[src/rtl/drcgra_pkg.sv]
package drcgra_pkg;

	// input operations
	typedef enum logic [1:0] {
		OP_WRITE = 2'd0,
		OP_PREV  = 2'd1,
		OP_NODE  = 2'd2,
		OP_READ  = 2'd3
	} op_t;

	// configuration register indexes
	localparam logic [1:0] CFG_FRAME_SIZE   = 2'd0;
	localparam logic [1:0] CFG_STEP_LOG2    = 2'd1;
	localparam logic [1:0] CFG_CHANNEL_GAIN = 2'd2;

	localparam logic signed [31:0] UNITY_E7 = 32'sd16777216;
	localparam logic signed [31:0] UNITY_E8 = 32'sd8388608;
	localparam logic [3:0] MAX_STEP_LOG2 = 4'd8;

	// index and run counters cover any in-frame segment
	localparam int IDX_W = 17;
	// segment arithmetic width
	localparam int SEG_W = 20;
	// ramp numerator and quotient width
	localparam int NUM_W = 42;
	// shared multiplier operand width
	localparam int MUL_W = 33;

	typedef enum logic [3:0] {
		ST_IDLE,
		ST_RD,
		ST_GCHK,
		ST_GML,
		ST_GMR,
		ST_GCAP,
		ST_PLAN,
		ST_PLAN2,
		ST_DIV,
		ST_ALO,
		ST_AHI,
		ST_ASUM,
		ST_SRD,
		ST_SMUL,
		ST_SWR,
		ST_FIN
	} state_t;

endpackage

[src/rtl/drcgra_mul.sv]
module drcgra_mul (
	input  logic                                   clk,
	input  logic signed [drcgra_pkg::MUL_W-1:0]   a,
	input  logic signed [drcgra_pkg::MUL_W-1:0]   b,
	output logic signed [2*drcgra_pkg::MUL_W-1:0] p_q
);

	// registered signed product
	always_ff @(posedge clk) begin
		p_q <= a * b;
	end

endmodule

[config.mk]
export PLATFORM = sky130hd
export DESIGN_NAME = drcgra_mul
export DESIGN_NICKNAME = d
export VERILOG_FILES = /design/src/rtl/drcgra_pkg.sv /design/src/rtl/drcgra_mul.sv
export SDC_FILE = /design/constraint.sdc
export NUM_CORES = 2
export LEC_CHECK = 0
export ABC_AREA = 1
export BUFFER_PORTS_ARGS = -buffer_cell sky130_fd_sc_hd__buf_4
export CAP_MARGIN = 20
export CORE_MARGIN = 5
export CORE_UTILIZATION = 40
export CTS_CLUSTER_SIZE = 10
export DETAILED_ROUTE_END_ITERATION = 16
export HOLD_SLACK_MARGIN = 0.08
export PLACE_DENSITY = 0.55
export REMOVE_ABC_BUFFERS = 1
export SLEW_MARGIN = 20
export SYNTH_ARGS = -nofsm -noshare
export SYNTH_HDL_FRONTEND = slang
export SYNTH_SLANG_ARGS = --single-unit
[constraint.sdc]
create_clock -name clk -period 11.75 [get_ports clk]
set_input_delay 0 -clock clk [delete_from_list [all_inputs] [get_ports clk]]
set_output_delay 0 -clock clk [all_outputs]
set_load 0.05 [all_outputs]
# ---- Word level (Yosys, flattened, before mapping)
# Index checks and enable logic that the tools add are counted.
dict set report word_totals {
  ff_bits 66
  in_bits 67
  out_inout_bits 66
  word_cells 2
}
dict set report classes {
  mul 1
}
# operator count
set op_table {}
lappend op_table {{multiplier 33 x 33 -> 66 bit} 1}

# ---- Logic depth before layout (Yosys ltp)
dict set report depth {
  depth_word 1
  depth_mapped 34
  ltp_nobuf 32
}

# ---- Worst setup path before layout
# OpenSTA, ideal clock, no wires.
dict set report synth_path {
  path_type {input to register}
  from {input port a[32] (netlist name)}
  to {register p_q[60] (netlist name)}
  t_arrival_ps 6643
  path_slack_ps 4994
  cell_stages 23
  path_buffers 2
  path_cell_list {clkbuf_1 -> clkbuf_1 -> nand2_1 -> inv_1 -> fa_1 -> fa_1 -> fa_1 -> fa_1 -> inv_1 -> fa_1 -> fa_1 -> fa_1 -> fa_1 -> inv_1 -> ha_1 -> nand2_1 -> nor2_1 -> inv_1 -> nor3_1 -> nand2_1 -> and2_0 -> nand4_1 -> nand2_1}
}
dict set report synth_via {
  elab_chain_cells 1
}
# item line
set synth_rtl {}
lappend synth_rtl {{start: declaration} drcgra_mul.sv:3} ;# input logic signed [drcgra_pkg::MUL_W-1:0] a,
lappend synth_rtl {{multiplier 33 x 33 -> 66 bit} drcgra_mul.sv:10} ;# p_q <= a * b;
lappend synth_rtl {{end signal: assignment} drcgra_mul.sv:10}
lappend synth_rtl {{end: declaration} drcgra_mul.sv:5} ;# output logic signed [2*drcgra_pkg::MUL_W-1:0] p_q
# No other way between the ends.

# ---- Worst setup path after layout
dict set report layout_path {
  from {input port b[9] (netlist name)}
  to {register p_q[57] (netlist name)}
}
dict set report layout_via {
  elab_chain_cells 1
}
# item line
set layout_rtl {}
lappend layout_rtl {{start: declaration} drcgra_mul.sv:4} ;# input logic signed [drcgra_pkg::MUL_W-1:0] b,
lappend layout_rtl {{multiplier 33 x 33 -> 66 bit} drcgra_mul.sv:10}
# No other way between the ends.

==> metrics.txt <==
Port Buffers 132; Worst Path Required 12.01 ns; CTS buffer count 9; Final Hold Fails 0; status completed; Regs by FF count p_q x66; total iterations of the first detailed-routing run 6; Hold Path Class input pin to register; sequential share of the synthesized area 3.06%; Area contributors post-synth fa_1 53%, inv_1 16%, nand2_1 13%, ha_1 6.3%, dfxtp_1 3.1%; clock buffer depth 2; setup tns final 0 ns; worst-path fanout max 33; Congestion Overflow GR 0; Biggest register p_q; H-tree depth 3; pin count of the biggest net entering global routing 34; pre-CTS setup slack 4.06 ns; drt drc 0; Crit Path Class input pin to register; Fmax achieved 143 MHz; final wirelength 122 mm; Post-CTS Resized 0; initial antenna violation count 9; CTS clk-pin slew, worst paths 0.06 ns; Die Span X 339 um; post-synth cell types 35; Post-synth EDFFs 0; post-synthesis cell area 0.0432 mm2; top cells by count, synth 1894 x inv_1, 1517 x nand2_1, 1145 x fa_1; vias in the first global route 35840; DR iter-0 viols 1942; Area Overhead vs Synth 4.88%; Critical Path AT 7.27 ns; Top-Level Pins 133; CTS root buf clkbuf_16; Initial Util 40.3%; Tcrit/Tclk final 59.6%; Post-CTS Setup Inserts 0; DP Area 0.0450 mm2; total clock sinks 66; final net count 6857; Final GP Congestion 0.951; max_slew headroom 53.3%; Die Y 339 um; Final WS setup 4.75 ns; Syn Area/Cell 7.79 um2; post-route ant nets 0; Finished Layout Cells 6836; most frequent cell after synthesis inv_1; fin. max-slew vios 0; Yosys reg bits 66; Async S/R FF share, synth 0%; measured slew at the worst slew-check pin 0.700 ns; DR vias/cell 4.68; CTS tree built; Main synth FF type dfxtp_1; Core Area 0.107 mm2; max reg flops 66; final instance area 0.0453 mm2; hpwl dp 103 mm; fillers 11043; RSZ-0062 raised after global routing no; global-route wire length before repair 201 mm; placed insts 6820; Worst setup SP type input pin; crit end category register; routed len/inst 17.8 um; Synth Instances 5543; Synth top area share 53.1%; Total GRT Usage 22.1%; layout cell share with drive strength beyond 1 3.94%; maxcap violations 0; Die Area 0.115 mm2; final setup violating endpoints 0; row cnt 120; Post-CTS Hold Buffers 0; Final min period 7.00 ns; via count 32018; Ys Warns 0; Synth area leader fa_1
layout make-up:
class	count	area [um2]	share of cell area, %
multi-input cells	3319	33800	74.5
inverters	1895	7110	15.7
well taps	1403	1760	3.88
flip-flops and latches	66	1320	2.92
repair buffers	137	1030	2.27
clock buffers	11	253	0.558
clock inverters	4	51.3	0.113
diodes	1	2.50	0.00553
worst paths after layout:
check	startpoint	end	slack, ns	depth (start not counted)
hold / removal	b[0]	p_q[0]	0.22	3
setup / recovery	b[9]	p_q[57]	4.75	21
critical path: stages:
cell and delay [ns]:
buf_4 0.41, nand2_1 0.23, fa_1 0.68, fa_1 0.90, fa_1 0.56, inv_1 0.41, fa_1 0.53, fa_1 0.57
fa_1 0.43, fa_1 0.49, inv_1 0.05, fa_1 0.47, inv_1 0.04, ha_1 0.38, nand2_1 0.14, nor2_1 0.21
nand3_1 0.18, nor2_1 0.19, o21ai_0 0.16, nand4_1 0.12, nand2_1 0.05
per-stage QoR:
stage	util, %	hold WS (ns)
after floorplan	-	0.0935
after global placement	41.9	0.451
after detailed placement	41.9	0.451
after CTS	42.2	0.171
after global routing	42.2	0.249
final	42.2	0.222
layer usage:
layer  track usage (%)  wire [um]  up-vias
li1                  -          -    14737
met4              3.89       2170        0
met2              38.7      60100      808
met3              2.39       6020      149
met1              30.3      53500    16324
met5                 0          0        -
cell usage in the layout, fill, tap and decap left out, drive strengths merged:
master    netlist  layout
nor3            8       8
nand3          78      78
o21ai          23      23
xor2           37      37
fa           1145    1145
or2             6       6
inv          1895    1895
a21oi          65      65
and2            3       3
clkinvlp        0       1
nand2        1534    1534
a21boi          1       1
xnor2           4       4
nor2          154     154
nor4            5       5
ha            217     217
dfxtp          66      66
o21a            1       1
nand4          19      19
o21bai         14      14
a21o            2       2
clkinv          0       2
nand3b          3       3
buf             1     137
clkbuf        262      11
diode           0       1
bufinv          0       1
cells by family after synthesis:
| family | Yosys count | synth area share (%) |
|---|---|---|
| AND/OR/NAND/NOR | 1810 | 16.6 |
| buffers and inverters | 2158 | 18.8 |
| XOR/XNOR | 41 | 0.832 |
| adder cells (fa/ha/maj) | 1362 | 59.4 |
| flip-flops | 66 | 3.06 |
| AO/OA/AOI/OAI | 106 | 1.38 |
Power is not shown: default switching activity piles up to over one toggle a cycle in this logic, so the estimate is an artifact.
