===== src/rtl/drcgra_pkg.sv =====
package drcgra_pkg;

	// input operations
	typedef enum logic [1:0] {
		OP_WRITE = 2'd0,
		OP_PREV  = 2'd1,
		OP_NODE  = 2'd2,
		OP_READ  = 2'd3
	} op_t;

	// configuration register indexes
	localparam logic [1:0] CFG_FRAME_SIZE   = 2'd0;
	localparam logic [1:0] CFG_STEP_LOG2    = 2'd1;
	localparam logic [1:0] CFG_CHANNEL_GAIN = 2'd2;

	localparam logic signed [31:0] UNITY_E7 = 32'sd16777216;
	localparam logic signed [31:0] UNITY_E8 = 32'sd8388608;
	localparam logic [3:0] MAX_STEP_LOG2 = 4'd8;

	// index and run counters cover any in-frame segment
	localparam int IDX_W = 17;
	// segment arithmetic width
	localparam int SEG_W = 20;
	// ramp numerator and quotient width
	localparam int NUM_W = 42;
	// shared multiplier operand width
	localparam int MUL_W = 33;

	typedef enum logic [3:0] {
		ST_IDLE,
		ST_RD,
		ST_GCHK,
		ST_GML,
		ST_GMR,
		ST_GCAP,
		ST_PLAN,
		ST_PLAN2,
		ST_DIV,
		ST_ALO,
		ST_AHI,
		ST_ASUM,
		ST_SRD,
		ST_SMUL,
		ST_SWR,
		ST_FIN
	} state_t;

endpackage


===== src/rtl/drcgra_div.sv =====
module drcgra_div (
	input  logic                                 clk,
	input  logic                                 arst_n,
	input  logic                                 start,
	input  logic signed [drcgra_pkg::NUM_W-1:0] num,
	input  logic [14:0]                          den,
	output logic                                 done,
	output logic signed [drcgra_pkg::NUM_W-1:0] quo
);

	localparam int MAG_W = drcgra_pkg::NUM_W - 1;

	logic [5:0]       cnt_q;
	logic             run_q;
	logic             done_q;
	logic             neg_q;
	logic [14:0]      den_q;
	logic [14:0]      rem_q;
	logic [MAG_W-1:0] mag_q;
	logic [15:0]      shifted;
	logic             fits;
	logic [drcgra_pkg::NUM_W-1:0] num_abs;

	assign num_abs = num[drcgra_pkg::NUM_W-1] ? -num : num;
	assign shifted = {rem_q, mag_q[MAG_W-1]};
	assign fits    = shifted >= {1'b0, den_q};

	// restoring division, one quotient bit a cycle, truncates toward zero
	always_ff @(posedge clk or negedge arst_n) begin
		if (!arst_n) begin
			run_q  <= 1'b0;
			done_q <= 1'b0;
			cnt_q  <= '0;
		end else begin
			done_q <= 1'b0;
			if (start) begin
				run_q <= 1'b1;
				cnt_q <= 6'(MAG_W);
			end else if (run_q) begin
				cnt_q <= cnt_q - 6'd1;
				if (cnt_q == 6'd1) begin
					run_q  <= 1'b0;
					done_q <= 1'b1;
				end
			end
		end
	end

	always_ff @(posedge clk) begin
		if (start) begin
			neg_q <= num[drcgra_pkg::NUM_W-1];
			den_q <= den;
			rem_q <= '0;
			mag_q <= num_abs[MAG_W-1:0];
		end else if (run_q) begin
			rem_q <= fits ? 15'(shifted - {1'b0, den_q}) : shifted[14:0];
			mag_q <= {mag_q[MAG_W-2:0], fits};
		end
	end

	assign done = done_q;
	assign quo  = neg_q ? -$signed({1'b0, mag_q}) : $signed({1'b0, mag_q});

endmodule


===== config.mk =====
export PLATFORM = sky130hd
export DESIGN_NAME = drcgra_div
export DESIGN_NICKNAME = d
export VERILOG_FILES = /design/src/rtl/drcgra_pkg.sv /design/src/rtl/drcgra_div.sv
export SDC_FILE = /design/constraint.sdc
export NUM_CORES = 1
export LEC_CHECK = 0
export ABC_AREA = 1
export ABC_CLOCK_PERIOD_IN_PS = 2100
export BUFFER_PORTS_ARGS = -buffer_cell sky130_fd_sc_hd__clkbuf_2
export CORE_MARGIN = 5
export CORE_UTILIZATION = 59
export CTS_CLUSTER_DIAMETER = 120
export DETAILED_ROUTE_END_ITERATION = 10
export GPL_ROUTABILITY_DRIVEN = 0
export PLACE_DENSITY_LB_ADDON = 0.25
export SYNTH_ARGS = -nofsm -noshare
export SYNTH_HDL_FRONTEND = slang
export SYNTH_SLANG_ARGS = --single-unit

===== constraint.sdc =====
create_clock -name clk -period 2.1 [get_ports clk]
set_input_delay 0.21 -clock clk [delete_from_list [all_inputs] [get_ports clk]]
set_output_delay 0.21 -clock clk [all_outputs]
set_load 0.02 [all_outputs]

### Word level (Yosys, flattened, before mapping)

Index checks and enable logic that the tools add are counted.

* input port bits: 60
* register bits after elaboration: 80
* word-level logic and storage cells: 27
* output and inout port bits: 43

* $lt $le $gt $ge: 1
* multiplexer cells: 13
* add/sub/neg operators: 4
* reduce and logical (&&, ||, !) cells: 1
* equal/unequal tests: 1

Operators by type and width (number)
* 41-bit two-way mux: 3
* 42-bit two-way mux: 1
* 41-bit negator with 42-bit output: 1
* 41-bit negator: 1
* 16-bit by 15-bit greater-or-equal comparator with 1-bit output: 1
* 15-bit two-way mux: 1
* 15-bit subtractor: 1
* 6-bit two-way mux: 2
* 6-bit by 1-bit == test with 1-bit output (second input constant): 1
* 1-bit two-way mux: 6
* 6-bit by 1-bit subtractor with 6-bit output (second input constant): 1
* 2-bit nonzero test: 1

### Longest topological paths before layout

* word-level depth: 4
* depth in mapped cells: 13
* depth with buffers taken out: 13

### Worst setup path before layout

OpenSTA, ideal clock, no wires.

* kind: reg-to-output
* start point: reg mag_q[0]
* end point: out quo[32] (netlist bit)
* data required time: 1.890 ns
* stages on the path, launching flop included: 10
* data arrival time: 1.916 ns
* path buffers: 0
* slack: -0.026 ns
* path through: edfxtp_1 inv_1 ha_1 inv_1 nor3_4 inv_1 nor2_4 nand4_1 xnor2_1 o21ai_0

* longest elaborated chain between the ends: 2

RTL lines
* start: declaration: line drcgra_div.sv:19 `logic [MAG_W-1:0] mag_q;`
* start signal: assignment: line drcgra_div.sv:54 `mag_q <= num_abs[MAG_W-1:0];`
* start signal: assignment: line drcgra_div.sv:57 `mag_q <= {mag_q[MAG_W-2:0], fits};`
* 41-bit negator with 42-bit output: line drcgra_div.sv:62 `assign quo = neg_q ? -$signed({1'b0, mag_q}) : $signed({1'b0, mag_q});`
* 42-bit two-way mux: line drcgra_div.sv:62
* end: declaration: line drcgra_div.sv:8 `output logic signed [drcgra_pkg::NUM_W-1:0] quo`

No other way between the ends.

### Final worst setup path

* start point: reg mag_q[15]
* end point: out quo[26] (netlist bit)

The elaborated chain is that of the path after synthesis.

==> flow_metrics.env <==
export IMPL_rsz0062_at_grt="true"
export IMPL_relSlewSlack=0.216
export IMPL_io_pins=103
export IMPL_min_period_ps=2410
export IMPL_holdWs_ps=42.4
export IMPL_r2r_cells=11
export IMPL_drt_iter0_markers=842
export IMPL_final_cell_mix="nand2_1 (258), inv_1 (110), nor2_1 (94)"
export IMPL_dpl_hpwl_um=14700
export IMPL_setup_viol=34
export IMPL_die_area_mm2=0.0137
export IMPL_yosysSeqAreaShare=0.326
export IMPL_viasPerCell=5.74
export IMPL_layout_commonest_cell="nand2_1"
export IMPL_yosysTopAreaCellShare=0.252
export IMPL_wl_per_cell_um=16.2
export IMPL_worst_slack_ps=-310
export IMPL_status="finished, violations left"
export IMPL_io_buffer_count=102
export IMPL_antennaDiodeCount=0
export IMPL_syn_num_nets=1058
export IMPL_grt_usage=0.285
export IMPL_drtAntennaViolNets=0
export IMPL_leakagePower_nw=4.09
export IMPL_layout_drive_gt1_share=0.262
export IMPL_grt_pass1_wl_um=30900
export IMPL_worst_pin_slew_ps=1170
export IMPL_seq_area_mm2=0.00221
export IMPL_die_h_um=117
export IMPL_cts_sinks=80
export IMPL_synth_top_area_cell="edfxtp_1"
export IMPL_synth_compound_area_share=0.0975
export IMPL_root_buffer="clkbuf_16"
export IMPL_grt_max_degree=47
export IMPL_max_cap_violations=0
export IMPL_worstPathRequired_ps=1890
export IMPL_routed_wl_um=20800
export IMPL_violations="setup timing"
export IMPL_synthAdderAreaFrac=0.0380
export IMPL_synth_top_family_by_area="simple AND/OR/NAND/NOR gates"
export IMPL_fin_area_mm2=0.00861
export IMPL_cts_buffer_depth=2
export IMPL_cts_buffers_inserted=9
export IMPL_worst_setup_path_end_kind="primary output"
export IMPL_core_area_mm2=0.0114
export IMPL_place_area_mm2=0.00756
export IMPL_syn_area_mm2=0.00679
export IMPL_num_fill_cells=832
export IMPL_synth_seq_cells=80
export IMPL_r2r_start="mag_q[40]"
export IMPL_avgSynthCellArea_um2=6.94
export IMPL_fp_row_count=39
export IMPL_report_power_total_mw=7.22
export IMPL_path_max_fanout=5
export IMPL_netlist_instances=978
export IMPL_hp_class="input port to register"
export IMPL_vdd_drop_max_mv=0.607
export IMPL_powerDensity_mw_per_mm2=839
export IMPL_first_pass_iters=6
export IMPL_initial_core_util=0.597
export IMPL_ys_types=48
export IMPL_setup_tns_ps=-6180
export IMPL_syn_to_final_growth_pct=26.8
export IMPL_crit_chain="nor2_2, nand3_1, nor2_1, nand4_1, xor2_1, nand2_1, o21ai_0, buf_4"
export IMPL_drcViolationCount=0
export IMPL_startpoint="mag_q[15]"
export IMPL_path_delay_family="simple AND/OR/NAND/NOR gates"
export IMPL_synth_xor_area_frac=0.0723
export IMPL_ys_top_cells_by_area="edfxtp_1 (25%), nand2_1 (15%), nand3_1 (6.9%)"
export IMPL_tritoncts="done"
export IMPL_critPathMaxStageDelay_ps=490
export IMPL_dieWidth_um=117
export IMPL_cpMaxStageDelayCell="edfxtp_1"
export IMPL_min_delay_start="den[12]"
export IMPL_multi_input_comb_area_mm2=0.00423
export IMPL_worstSetupStartpointType="register"
export IMPL_rrSetupSlack_ps=100
export IMPL_nets=1214
export IMPL_min_path_cells=1
export IMPL_ys_warnings_count=0
export IMPL_place_ws_ps=-1.24
export IMPL_drv_slew=0
export IMPL_clk_pin_slew_ps=60
export IMPL_finalCritPeriodShare=1.15
export IMPL_fmax_mhz=415
export IMPL_path_class="register to primary output"
export IMPL_antenna_found_initial=0
export IMPL_grt_overflow=0
export IMPL_finClkSkew_ps=8.16
export IMPL_min_to="den_q[12]"
export IMPL_num_vias=7364
export IMPL_first_global_vias=6676
export IMPL_clock_latency_ps=340
export IMPL_path_buf_inv=1
export IMPL_hold_violations=0
export IMPL_h_tree_depth=3
export IMPL_synthMuxAreaShare=0
export IMPL_cp_arrival_ps=2200
export IMPL_synthSimpleGateAreaFrac=0.378
export IMPL_r2r_end="rem_q[0]"
-- where the power goes --
part           switching, mW  total (mW)  internal [mW]
clock                  0.638        1.66           1.03
sequential             0.236        2.20           1.96
combinational           2.02        3.36           1.34
total                   2.89        7.22           4.33
-- routing by layer --
metal	wire length, um	GRT usage	part of all wire
met1	8290	0.353	0.40
met4	906	0.122	0.044
met3	1370	0.0334	0.066
met5	0	0	0
met2	10200	0.499	0.49
-- state kept, by name, indices dropped and copies added (netlist names) --
signal	flops
mag_q	41
rem_q	15
run_q	1
cnt_q	6
den_q	15
neg_q	1
done	1
-- cells in the mapped netlist (all sizes together) --
cell type,n
nand2,278
nor2,124
inv,121
nand3,103
o21ai,72
edfxtp,57
xor2,44
a21oi,26
nand4,24
ha,19
dfxtp,15
nor3,14
buf,13
clkbuf,13
nand3b,12
xnor2,12
dfrtp,8
a31oi,7
and2,3
o22ai,3
or2,3
o31ai,2
a41oi,1
clkinv,1
fa,1
o21a,1
o21bai,1
-- stage by stage --
step	utilization	instances
floorplan	-	978
global placement	0.665	1223
detailed placement	0.665	1223
CTS	0.719	1259
global route	0.757	1282
finish	0.757	1282
-- kinds of logic after synthesis --
kind of cell / after synthesis
AND/OR/NAND/NOR: 561
buffers and inverters: 148
AO/OA/AOI/OAI: 113
flip-flops: 80
XOR/XNOR: 56
adder cells (fa/ha/maj): 20
-- timing repair --
action	4_1_cts	5_1_grt
hold buffers	1	0
pin swaps	17	36
gates resized for setup	54	105
endpoints found under the setup margin	37	49
setup buffers	19	25
hold endpoints to repair	8	0
-- worst max path at each step --
stage / end / slack, ps / depth (start not counted)
2_1_floorplan: quo[32] / 120 / 9
6_report: quo[26] / -310 / 8
4_1_cts: quo[24] / -180 / 11
5_1_grt: quo[26] / -400 / 8
3_5_place_dp: quo[18] / -1 / 7
3_3_place_gp: quo[18] / 60 / 7
-- final cells by class --
cell class / count / share of cell area
clock inverter: 4 / 0.00582
clock buffer: 12 / 0.0311
sequential: 80 / 0.257
inverter: 122 / 0.0538
timing repair buffer: 171 / 0.140
tap: 143 / 0.0208
multi-input combinational: 750 / 0.491
(Power assumes the default switching activity.)
